--- config.mk ---
export PLATFORM = sky130hd
export DESIGN_NAME = md5_entropy_pool_rng
export DESIGN_NICKNAME = d
export VERILOG_FILES = /design/src/hw/rtl/mep_pkg.sv /design/src/hw/rtl/md5_entropy_pool_rng.sv
export SDC_FILE = /design/constraint.sdc
export NUM_CORES = 2
export LEC_CHECK = 0
export BUFFER_PORTS_ARGS = -buffer_cell sky130_fd_sc_hd__buf_2
export CAP_MARGIN = 10
export CORE_ASPECT_RATIO = 1.25
export CORE_UTILIZATION = 40
export CTS_CLUSTER_DIAMETER = 200
export DETAILED_ROUTE_END_ITERATION = 10
export REMOVE_ABC_BUFFERS = 1
export SLEW_MARGIN = 20
export SYNTH_ARGS = -nofsm -noshare
export SYNTH_HDL_FRONTEND = slang
export SYNTH_SLANG_ARGS = --single-unit
--- constraint.sdc ---
create_clock -name clock -period 13.7 [get_ports clock]
set_input_delay 2.74 -clock clock [delete_from_list [all_inputs] [get_ports clock]]
set_output_delay 2.74 -clock clock [all_outputs]
set_load 0.1 [all_outputs]
--- src/hw/rtl/mep_pkg.sv ---
// shared constants and round tables for the md5 entropy pool generator
// no dependencies
`timescale 1ns / 1ps
package mep_pkg;
   localparam int unsigned PoolBytes = 64;
   localparam int unsigned PosWidth = 6;
   localparam int unsigned FeedbackBytes = 12;
   localparam logic [31:0] Iv0 = 32'h67452301;
   localparam logic [31:0] Iv1 = 32'hefcdab89;
   localparam logic [31:0] Iv2 = 32'h98badcfe;
   localparam logic [31:0] Iv3 = 32'h10325476;
   localparam logic ReqAdd = 1'b0;
   localparam logic ReqGenerate = 1'b1;

   function automatic logic [31:0] md5_k(input logic [5:0] i);
      logic [31:0] k;
      unique case (i)
         6'd0: k = 32'hd76aa478;  6'd1: k = 32'he8c7b756;  6'd2: k = 32'h242070db;
         6'd3: k = 32'hc1bdceee;  6'd4: k = 32'hf57c0faf;  6'd5: k = 32'h4787c62a;
         6'd6: k = 32'ha8304613;  6'd7: k = 32'hfd469501;  6'd8: k = 32'h698098d8;
         6'd9: k = 32'h8b44f7af;  6'd10: k = 32'hffff5bb1; 6'd11: k = 32'h895cd7be;
         6'd12: k = 32'h6b901122; 6'd13: k = 32'hfd987193; 6'd14: k = 32'ha679438e;
         6'd15: k = 32'h49b40821; 6'd16: k = 32'hf61e2562; 6'd17: k = 32'hc040b340;
         6'd18: k = 32'h265e5a51; 6'd19: k = 32'he9b6c7aa; 6'd20: k = 32'hd62f105d;
         6'd21: k = 32'h02441453; 6'd22: k = 32'hd8a1e681; 6'd23: k = 32'he7d3fbc8;
         6'd24: k = 32'h21e1cde6; 6'd25: k = 32'hc33707d6; 6'd26: k = 32'hf4d50d87;
         6'd27: k = 32'h455a14ed; 6'd28: k = 32'ha9e3e905; 6'd29: k = 32'hfcefa3f8;
         6'd30: k = 32'h676f02d9; 6'd31: k = 32'h8d2a4c8a; 6'd32: k = 32'hfffa3942;
         6'd33: k = 32'h8771f681; 6'd34: k = 32'h6d9d6122; 6'd35: k = 32'hfde5380c;
         6'd36: k = 32'ha4beea44; 6'd37: k = 32'h4bdecfa9; 6'd38: k = 32'hf6bb4b60;
         6'd39: k = 32'hbebfbc70; 6'd40: k = 32'h289b7ec6; 6'd41: k = 32'heaa127fa;
         6'd42: k = 32'hd4ef3085; 6'd43: k = 32'h04881d05; 6'd44: k = 32'hd9d4d039;
         6'd45: k = 32'he6db99e5; 6'd46: k = 32'h1fa27cf8; 6'd47: k = 32'hc4ac5665;
         6'd48: k = 32'hf4292244; 6'd49: k = 32'h432aff97; 6'd50: k = 32'hab9423a7;
         6'd51: k = 32'hfc93a039; 6'd52: k = 32'h655b59c3; 6'd53: k = 32'h8f0ccc92;
         6'd54: k = 32'hffeff47d; 6'd55: k = 32'h85845dd1; 6'd56: k = 32'h6fa87e4f;
         6'd57: k = 32'hfe2ce6e0; 6'd58: k = 32'ha3014314; 6'd59: k = 32'h4e0811a1;
         6'd60: k = 32'hf7537e82; 6'd61: k = 32'hbd3af235; 6'd62: k = 32'h2ad7d2bb;
         default: k = 32'heb86d391;
      endcase
      return k;
   endfunction

   function automatic logic [4:0] md5_s(input logic [3:0] j);
      logic [4:0] s;
      unique case (j)
         4'd0: s = 5'd7;   4'd1: s = 5'd12;  4'd2: s = 5'd17;  4'd3: s = 5'd22;
         4'd4: s = 5'd5;   4'd5: s = 5'd9;   4'd6: s = 5'd14;  4'd7: s = 5'd20;
         4'd8: s = 5'd4;   4'd9: s = 5'd11;  4'd10: s = 5'd16; 4'd11: s = 5'd23;
         4'd12: s = 5'd6;  4'd13: s = 5'd10; 4'd14: s = 5'd15; default: s = 5'd21;
      endcase
      return s;
   endfunction
endpackage

--- src/hw/rtl/md5_entropy_pool_rng.sv ---
// channel   ports                                     role
// req       req_valid req_ready req_req_type ...      add byte or generate request
// rsp       rsp_valid rsp_ready rsp_random_word       one word per generate item
// add item: accept, pool byte read, pool byte write
// generate item: accept, 3 time bytes read and written, 64 byte loads, 64 rounds, 1 final add,
//   12 feedback bytes read and written, 1 output; serial, with one memory port and one round adder
// reset clears the pool by a sweep of all 64 bytes, req_ready low meanwhile
// a result waiting for rsp_ready holds the next generate item in its output state
// depends on mep_pkg
`timescale 1ns / 1ps
module md5_entropy_pool_rng import mep_pkg::*; (
   input  logic        clock,
   input  logic        reset,
   input  logic        req_valid,
   output logic        req_ready,
   input  logic        req_req_type,
   input  logic [7:0]  req_entropy_byte,
   input  logic [19:0] req_time_usec,
   output logic        rsp_valid,
   input  logic        rsp_ready,
   output logic [31:0] rsp_random_word
);
   typedef enum logic [7:0] {
      ST_CLEAR = 8'b0000_0001, ST_IDLE = 8'b0000_0010, ST_MIXRD = 8'b0000_0100,
      ST_MIXWR = 8'b0000_1000, ST_LOAD = 8'b0001_0000, ST_ROUND = 8'b0010_0000,
      ST_FINAL = 8'b0100_0000, ST_OUT = 8'b1000_0000
   } state_type;

   state_type   state_ff, state_in;
   logic [7:0]  pool_mem [PoolBytes];
   logic [7:0]  rd_ff;
   logic [PosWidth-1:0] pos_ff, pos_in, clr_ff, clr_in;
   logic        gen_ff, gen_in;
   logic [3:0]  mix_cnt_ff, mix_cnt_in;
   logic [7:0]  mix_val;
   logic [19:0] time_ff, time_in;
   logic [7:0]  byte_ff, byte_in;
   logic [31:0] msg_ff [16];
   logic [5:0]  ld_ff, ld_in;
   logic        ld_v_ff;
   logic [5:0]  ld_addr_ff;
   logic [5:0]  rnd_ff, rnd_in;
   logic [31:0] a_ff, b_ff, c_ff, d_ff, a_in, b_in, c_in, d_in;
   logic        rsp_valid_ff, rsp_valid_in;
   logic [31:0] word_ff, word_in;
   logic        mem_we;
   logic [5:0]  mem_addr;
   logic [7:0]  mem_wd;
   logic [1:0]  r;
   logic [31:0] f, sum, rot;
   logic [3:0]  g;
   logic [4:0]  sh;
   logic [31:0] st_word;

   always_comb begin
      st_word = a_ff;
      unique case (mix_cnt_ff)
         4'd0: mix_val = gen_ff ? time_ff[7:0] : byte_ff;
         4'd1: mix_val = time_ff[15:8];
         4'd2: mix_val = {4'd0, time_ff[19:16]};
         default: begin
            unique case (mix_cnt_ff[3:2] - 2'd1)
               2'd0: st_word = a_ff;
               2'd1: st_word = b_ff;
               default: st_word = c_ff;
            endcase
            mix_val = st_word[8*mix_cnt_ff[1:0] +: 8];
         end
      endcase
   end

   always_comb begin
      r = rnd_ff[5:4];
      unique case (r)
         2'd0: begin f = (b_ff & c_ff) | (~b_ff & d_ff); g = rnd_ff[3:0]; end
         2'd1: begin
            f = (d_ff & b_ff) | (~d_ff & c_ff);
            g = 4'(5 * rnd_ff[3:0] + 1);
         end
         2'd2: begin f = b_ff ^ c_ff ^ d_ff; g = 4'(3 * rnd_ff[3:0] + 5); end
         default: begin f = c_ff ^ (b_ff | ~d_ff); g = 4'(7 * rnd_ff[3:0]); end
      endcase
      sh  = md5_s({r, rnd_ff[1:0]});
      sum = a_ff + f + md5_k(rnd_ff) + msg_ff[g];
      rot = (sum << sh) | (sum >> (6'd32 - {1'b0, sh}));
   end

   always_comb begin
      state_in = state_ff; pos_in = pos_ff; clr_in = clr_ff; gen_in = gen_ff;
      mix_cnt_in = mix_cnt_ff; time_in = time_ff; byte_in = byte_ff;
      ld_in = ld_ff; rnd_in = rnd_ff;
      a_in = a_ff; b_in = b_ff; c_in = c_ff; d_in = d_ff;
      rsp_valid_in = rsp_valid_ff && !rsp_ready; word_in = word_ff;
      mem_we = 1'b0; mem_addr = pos_ff; mem_wd = rd_ff ^ mix_val;
      unique case (state_ff)
         ST_CLEAR: begin
            mem_we = 1'b1; mem_addr = clr_ff; mem_wd = 8'd0;
            clr_in = clr_ff + 1'b1;
            if (clr_ff == 6'(PoolBytes - 1)) state_in = ST_IDLE;
         end
         ST_IDLE: begin
            if (req_valid && req_ready) begin
               gen_in = req_req_type == ReqGenerate; byte_in = req_entropy_byte;
               time_in = req_time_usec; mix_cnt_in = 4'd0; state_in = ST_MIXRD;
            end
         end
         ST_MIXRD: state_in = ST_MIXWR;
         ST_MIXWR: begin
            mem_we = 1'b1; pos_in = pos_ff + 1'b1; mix_cnt_in = mix_cnt_ff + 1'b1;
            if (!gen_ff) state_in = ST_IDLE;
            else if (mix_cnt_ff == 4'd2) begin
               state_in = ST_LOAD; ld_in = 6'd0;
            end else if (mix_cnt_ff == 4'(3 + FeedbackBytes)) state_in = ST_OUT;
            else state_in = ST_MIXRD;
         end
         ST_LOAD: begin
            mem_addr = ld_ff; ld_in = ld_ff + 1'b1;
            if (ld_ff == 6'(PoolBytes - 1)) begin
               state_in = ST_ROUND; rnd_in = 6'd0;
               a_in = Iv0; b_in = Iv1; c_in = Iv2; d_in = Iv3;
            end
         end
         ST_ROUND: begin
            a_in = d_ff; d_in = c_ff; c_in = b_ff; b_in = b_ff + rot;
            rnd_in = rnd_ff + 1'b1;
            if (rnd_ff == 6'd63) state_in = ST_FINAL;
         end
         ST_FINAL: begin
            a_in = a_ff + Iv0; b_in = b_ff + Iv1; c_in = c_ff + Iv2; d_in = d_ff + Iv3;
            mix_cnt_in = 4'd4; state_in = ST_MIXRD;
         end
         ST_OUT: begin
            if (!rsp_valid_ff || rsp_ready) begin
               rsp_valid_in = 1'b1; word_in = d_ff; state_in = ST_IDLE;
            end
         end
         default: state_in = ST_CLEAR;
      endcase
   end

   assign req_ready = state_ff == ST_IDLE;
   assign rsp_valid = rsp_valid_ff;
   assign rsp_random_word = word_ff;

   always_ff @(posedge clock) begin
      if (mem_we) pool_mem[mem_addr] <= mem_wd;
      rd_ff <= pool_mem[mem_addr];
   end

   always_ff @(posedge clock) begin
      ld_v_ff <= state_ff == ST_LOAD;
      ld_addr_ff <= ld_ff;
      if (ld_v_ff) msg_ff[ld_addr_ff[5:2]][8*ld_addr_ff[1:0] +: 8] <= rd_ff;
      gen_ff <= gen_in; mix_cnt_ff <= mix_cnt_in; time_ff <= time_in;
      byte_ff <= byte_in; ld_ff <= ld_in; rnd_ff <= rnd_in;
      a_ff <= a_in; b_ff <= b_in; c_ff <= c_in; d_ff <= d_in; word_ff <= word_in;
   end

   always_ff @(posedge clock) begin
      if (reset) begin
         state_ff <= ST_CLEAR; pos_ff <= '0; clr_ff <= '0; rsp_valid_ff <= 1'b0;
      end else begin
         state_ff <= state_in; pos_ff <= pos_in; clr_ff <= clr_in;
         rsp_valid_ff <= rsp_valid_in;
      end
   end
endmodule

After elaboration in Yosys (flattened, before gate mapping)
Memory sizes are Yosys's and may differ from the RTL's. A register that Yosys moved wholly into a read port is not among the register bits. Cells that the tools add are included.

Memories kept: 4. Register bits: 233. Memory bits (read-only): 2128. RAM bits: 1024. Logic and storage cells: 147.

Multiplexer cells: 41. Add/subtract/negate cells: 18. $mul: 3. Eq/ne operators: 24. Shifts and indexed selects: 5. Bitwise logic cells: 14. Reductions and logical operators: 21.

Memories: (name not given) (depth 64, width 32, read ports 1, clocked after Yosys merged registers in 1, wr ports 0, RTL line mep_pkg.sv:17) `unique case (i)`; msg_ff (depth 16, width 32, read ports 1, clocked after Yosys merged registers in 0, wr ports 1, RTL line md5_entropy_pool_rng.sv:38) `logic [31:0] msg_ff [16];`; pool_mem (depth 64, width 8, read ports 1, clocked after Yosys merged registers in 1, wr ports 1, RTL line md5_entropy_pool_rng.sv:30) `logic [7:0] pool_mem [PoolBytes];`; (name not given) (depth 16, width 5, read ports 1, clocked after Yosys merged registers in 1, wr ports 0, RTL line mep_pkg.sv:46) `unique case (j)`.

Operators with widths (count): one-hot mux 32 bit (3 select lines) (5); 2-to-1 mux 32 bit (6); adder 32 bit (4); bitwise AND 32 bit (4); bitwise OR 32 bit (4); bitwise XOR 32 bit (3); 2-to-1 mux 8 bit (10); adder 32 bit, second input constant (2); NOT 32 bit (2); one-hot mux 32 bit (2 select lines) (1); one-hot mux 8 bit (8 select lines) (1); one-hot mux 6 bit (2 select lines) (3); negator 5 -> 34 bit (1); variable shift 8 x 34 -> 32 bit, first input constant (1); variable part select 8 x 34 -> 32 bit (1); adder 32 x 29 -> 32 bit, second input constant (1); adder 32 x 31 -> 32 bit, second input constant (1); variable part select 32 x 6 -> 8 bit (1); left shift 32 x 5 -> 32 bit (1); >> shifter 32 x 6 -> 32 bit (1); adder 6 x 1 -> 6 bit, second input constant (4); 2-to-1 mux 6 bit (4); one-hot mux 4 bit (3 select lines) (2); one-hot mux 8 bit (3 select lines) (1); 37 further kinds (62).

Longest topological paths before layout
Depth in word-level cells: 11. Gate-level depth with buffers: 42. Mapped depth without buffers: 39.

Worst setup path after synthesis
No wires, ideal clock.

Path kind: reg2reg. Start: register rnd_ff[0]. End: register b_ff[26], data pin. Cell stages (with the launch flop): 42. Data required time: 13432 ps. Buffers on the path: 3. Arrival: 9435 ps. Setup slack: 3997 ps. Period minus slack after synthesis: 9703 ps. Cell sequence: edfxtp_1 clkbuf_1 inv_1 fa_1 inv_1 ha_1 xnor2_1 xnor2_1 a211oi_1 a21oi_2 clkbuf_1 buf_1 mux2i_1 a21oi_1 fa_1 ha_1 inv_1 fa_1 [6 not listed] o221a_1 o311ai_1 o21a_1 o211ai_1 a211o_1 ha_1 fa_1 a21o_1 a21o_1 a21oi_1 a21o_1 a31oi_1 o41ai_1 o2111ai_1 a31o_2 a21oi_1 xor2_1 nand2_1.

Longest elaborated chain between the ends: 9.

Ends and longest elaborated chain: start, declared (RTL line md5_entropy_pool_rng.sv:42) `logic [5:0] rnd_ff, rnd_in;`; start signal, assigned (RTL line md5_entropy_pool_rng.sv:155) `byte_ff <= byte_in; ld_ff <= ld_in; rnd_ff <= rnd_in;`; multiplier 2 x 4 -> 4 bit / multiplier 3 x 4 -> 4 bit (equally long branches) (RTL line md5_entropy_pool_rng.sv:80, md5_entropy_pool_rng.sv:78); adder 4 x 3 -> 4 bit / adder 4 x 1 -> 4 bit (equally long branches) (RTL line md5_entropy_pool_rng.sv:80, md5_entropy_pool_rng.sv:78); one-hot mux 4 bit (3 select lines) * (RTL line md5_entropy_pool_rng.sv:74) `unique case (r)`; memory read (16 x 32 bit) *; adder 32 bit * (RTL line md5_entropy_pool_rng.sv:84) `sum = a_ff + f + md5_k(rnd_ff) + msg_ff[g];`; >> shifter 32 x 6 -> 32 bit / left shift 32 x 5 -> 32 bit (equally long branches) (RTL line md5_entropy_pool_rng.sv:85) `rot = (sum << sh) | (sum >> (6'd32 - {1'b0, sh}));`; bitwise OR 32 bit * (RTL line md5_entropy_pool_rng.sv:85); adder 32 bit * (RTL line md5_entropy_pool_rng.sv:124) `a_in = d_ff; d_in = c_ff; c_in = b_ff; b_in = b_ff + rot;`; one-hot mux 32 bit (3 select lines) * (RTL line md5_entropy_pool_rng.sv:95) `unique case (state_ff)`; end signal, assigned (RTL line md5_entropy_pool_rng.sv:156) `a_ff <= a_in; b_ff <= b_in; c_ff <= c_in; d_ff <= d_in; word_ff <= word_in;`; end, declared (RTL line md5_entropy_pool_rng.sv:43) `logic [31:0] a_ff, b_ff, c_ff, d_ff, a_in, b_in, c_in, d_in;`.

Mark *: on every way between the ends. The rest lies on a longest branch, timed or not. A chain may end at the register's enable or synchronous reset.

Worst setup path in the final report
Start: register rnd_ff[0]. End: register b_ff[31], data pin.

Same word-level chain as after synthesis.

==> out/results.txt <==
outcome: complete, no violations
share of cells above drive strength 1: 11.79%
Synth area leader: edfxtp_1
Max-Cap Viols: 0
Clock Pin Slew Worst Setup and Hold Paths: 0.06 ns
Antenna Nets Post-Route: 0
Clock Power Share: 26.1%
Slew HR: 21.82%
Net Sw Frac: 39.35%
initial drt markers: 5493
Cell Area, Synth: 66180 um^2
Site Rows: 166
most frequent cells in the layout: edfxtp_1, nand2_1, nor2_1
Synth area leaders: edfxtp_1, mux4_2, nand2_1
final setup TNS: 0 ns
WS Path Type: flip-flop to flip-flop
largest net degree at the start of global routing: 178
Layout area overhead: 10.52%
htree depth: 4
Die Ht: 456.8 um
port bufs: 66
Internal: 8.528 mW
clock buffer count from CTS: 138
Seq cells post-synth: 1302
dpl hpwl: 146600 um
Core Footprint: 164100 um^2
EDFF count, synth: 1229
Die ar.: 167100 um^2
Post-Route WL: 214700 um
Total Power: 14.06 mW
CTS Hold Buffers Added: 0
worst slew pin tran: 1.168 ns
DR DRC count: 0
TritonCTS clock tree: built
Post-synth top flop: edfxtp_1
P_leak: 25.30 nW
grt total ovfl: 0
initial antenna violation count: 4
crit end category: flip-flop
sequential share of power: 36.1%
worst skew pair latency: 0.81 ns
Nets: 5570
unrepaired setup endpoints after global routing: no
CP max FO: 32
CP dominant cell by count: a211oi_1
post-CTS setup buffers: 0
most common cell after layout, fill and taps aside: edfxtp_1
Async S/R FF share, synth: 0%
GPL Wtd Cong: 0.9914
Clock Path Buffers: 3
CP required: 14.21 ns
Gate power share: 37.9%
final worst-path cycle share: 81.92%
P per Cell Area: 192.2 nW/um^2
Finish-stage setup viols: 0
vias in the first global route: 45725
sequential-to-total area share from yosys stat: 57.97%
first-pass GRT wire length: 312200 um
CTS resizes: 0
Routed WL per cell: 28.04 um
GRT Total Usage: 25.16%
fmax: 89.10 MHz
Num Clock Sinks: 1302
CTS Root Cell: clkbuf_16
Worst Clk Skew: 0.05343 ns
min Tclk post-route: 11.22 ns
yosys warns: 0
VDD IR max: 0.1944 mV
via-per-instance ratio: 6.122
HP Class: flip-flop to flip-flop
max-slew violations: 0
crit path DAT: 11.73 ns
Mapped Cells: 5446
share of the synthesized area in the top cell type: 55.77%
Critical Path Source Type: flip-flop
max incr delay on CP: 0.81 ns
drt first pass iters: 6
Distinct cells, synth: 97
Final Hold Vio Count: 0
sw power: 5.532 mW
crit path max-delay cell type: xnor2_2
Die Width: 365.8 um
Initial Util: 40.33%
Ports: 67
average cell area after synthesis: 12.15 um^2
Fill cells: 15075
Vias: 46866
==> cell families (layout without fill, tap and decap cells) <==
kind of cell | count (synthesis) | after routing | synth area share [%]
AO/OA/AOI/OAI | 1416 | 1416 | 14.16
buffers and inverters | 566 | 590 | 3.352
other | 0 | 1 | 0
adder cells (fa/ha/maj) | 171 | 171 | 3.970
XOR/XNOR | 210 | 210 | 2.821
multiplexers | 330 | 330 | 7.929
AND/OR/NAND/NOR | 1451 | 1451 | 9.790
flip-flops | 1302 | 1302 | 57.97
==> registers in the layout, indices dropped and copies added (netlist names), 4 cells and up, named ones only <==
register         flops
a_ff                32
b_ff                32
byte_ff              8
c_ff                32
clr_ff               6
d_ff                32
ld_addr_ff           6
ld_ff                6
mix_cnt_ff           4
msg_ff             512
pool_mem           512
pos_ff               6
rd_ff                8
rnd_ff               6
rsp_random_word     32
sh                   5
state_ff             8
time_ff             20
==> cell usage after synthesis (21+ instances only) <==
master,number
dfxtp_1,73
a22o_1,30
clkbuf_1,265
a21oi_1,368
xnor2_1,131
o21ai_0,262
or3_1,22
o21a_1,23
xor2_1,77
nand4_1,22
nor3_1,126
o22ai_1,65
nand2b_1,21
a211oi_1,74
a31oi_1,67
o311a_1,21
nand2_1,529
mux2_2,64
mux4_2,149
a221oi_1,65
nor3b_1,24
inv_1,185
buf_2,53
nor2_1,427
edfxtp_1,1229
o221ai_1,21
nor2b_1,21
ha_1,106
o211ai_1,50
nand3_1,111
buf_1,49
fa_1,65
mux2i_1,117
a22oi_1,140
and3_1,45
a21o_1,43
and2_1,56
==> per-layer routing <==
layer | routed length (um) | global-route usage (%) | up-vias
met3 | 15460 | 3.961 | 496
li1 | - | - | 20582
met1 | 83480 | 31.67 | 23570
met2 | 102900 | 41.39 | 2214
met4 | 12800 | 13.92 | 4
met5 | 21 | 0 | -
==> final timing paths <==
kind | startpoint | to | slack, ns | cells after the start
setup reg to reg | rnd_ff[0]$_DFFE_PP_ | b_ff[31]$_SDFFCE_PP1P_ | 2.48 | 33
hold / removal | ld_ff[1]$_SDFFCE_PN0P_ | ld_addr_ff[1]$_DFF_P_ | 0.49 | 0
setup / recovery | rnd_ff[0]$_DFFE_PP_ | b_ff[31]$_SDFFCE_PP1P_ | 2.48 | 33
hold reg to reg | ld_ff[1]$_SDFFCE_PN0P_ | ld_addr_ff[1]$_DFF_P_ | 0.49 | 0
==> power groups by stage <==
stage	logic, mW	registers, mW	clock network (mW)
6_report	5.32	5.07	3.66
5_1_grt	5.63	5.08	3.85
4_1_cts	5.25	5.07	3.71
3_5_place_dp	5.22	5.15	0
3_3_place_gp	5.20	5.15	0
2_1_floorplan	3.17	5.07	0
==> critical path, delay by kind of cell, from the launching register on <==
family,cells,cell delay [ns]
AOI/OAI and AO/OA,14,4.04
DFF,1,0.54
buffers and inverters,3,1.28
adders and majority gates,3,1.11
muxes,3,1.17
xor gates and xnor gates,4,1.67
and+or+nand+nor,6,1.06
==> area by class of cell <==
type                       count  area [um^2]  share of cell area [%]
timing repair buffer         154         1028                   1.406
clock inverter                69        603.1                  0.8246
clock buffer                 175         3791                   5.183
multi-input combinational   3578        25890                   35.40
sequential                  1302        38370                   52.46
tap                         2184         2733                   3.736
inverter                     192        720.7                  0.9854
antenna                        1        2.502                0.003421
==> metrics by stage <==
stage               utilization [%]  hold WS, ns  instances  worst slack [ns]  cell area, um^2
finish                        44.58       0.4945       7655             2.477            73140
global route                  44.57       0.4942       7654             1.280            73140
floorplan                         -       0.4146       5072            -8.964            64680
global placement              41.90       0.4622       7410             2.413            68740
CTS                           44.57       0.4832       7654             2.360            73140
detailed placement            41.90       0.4704       7410             2.382            68740
Note: power is estimated with default switching activity, not from simulation.
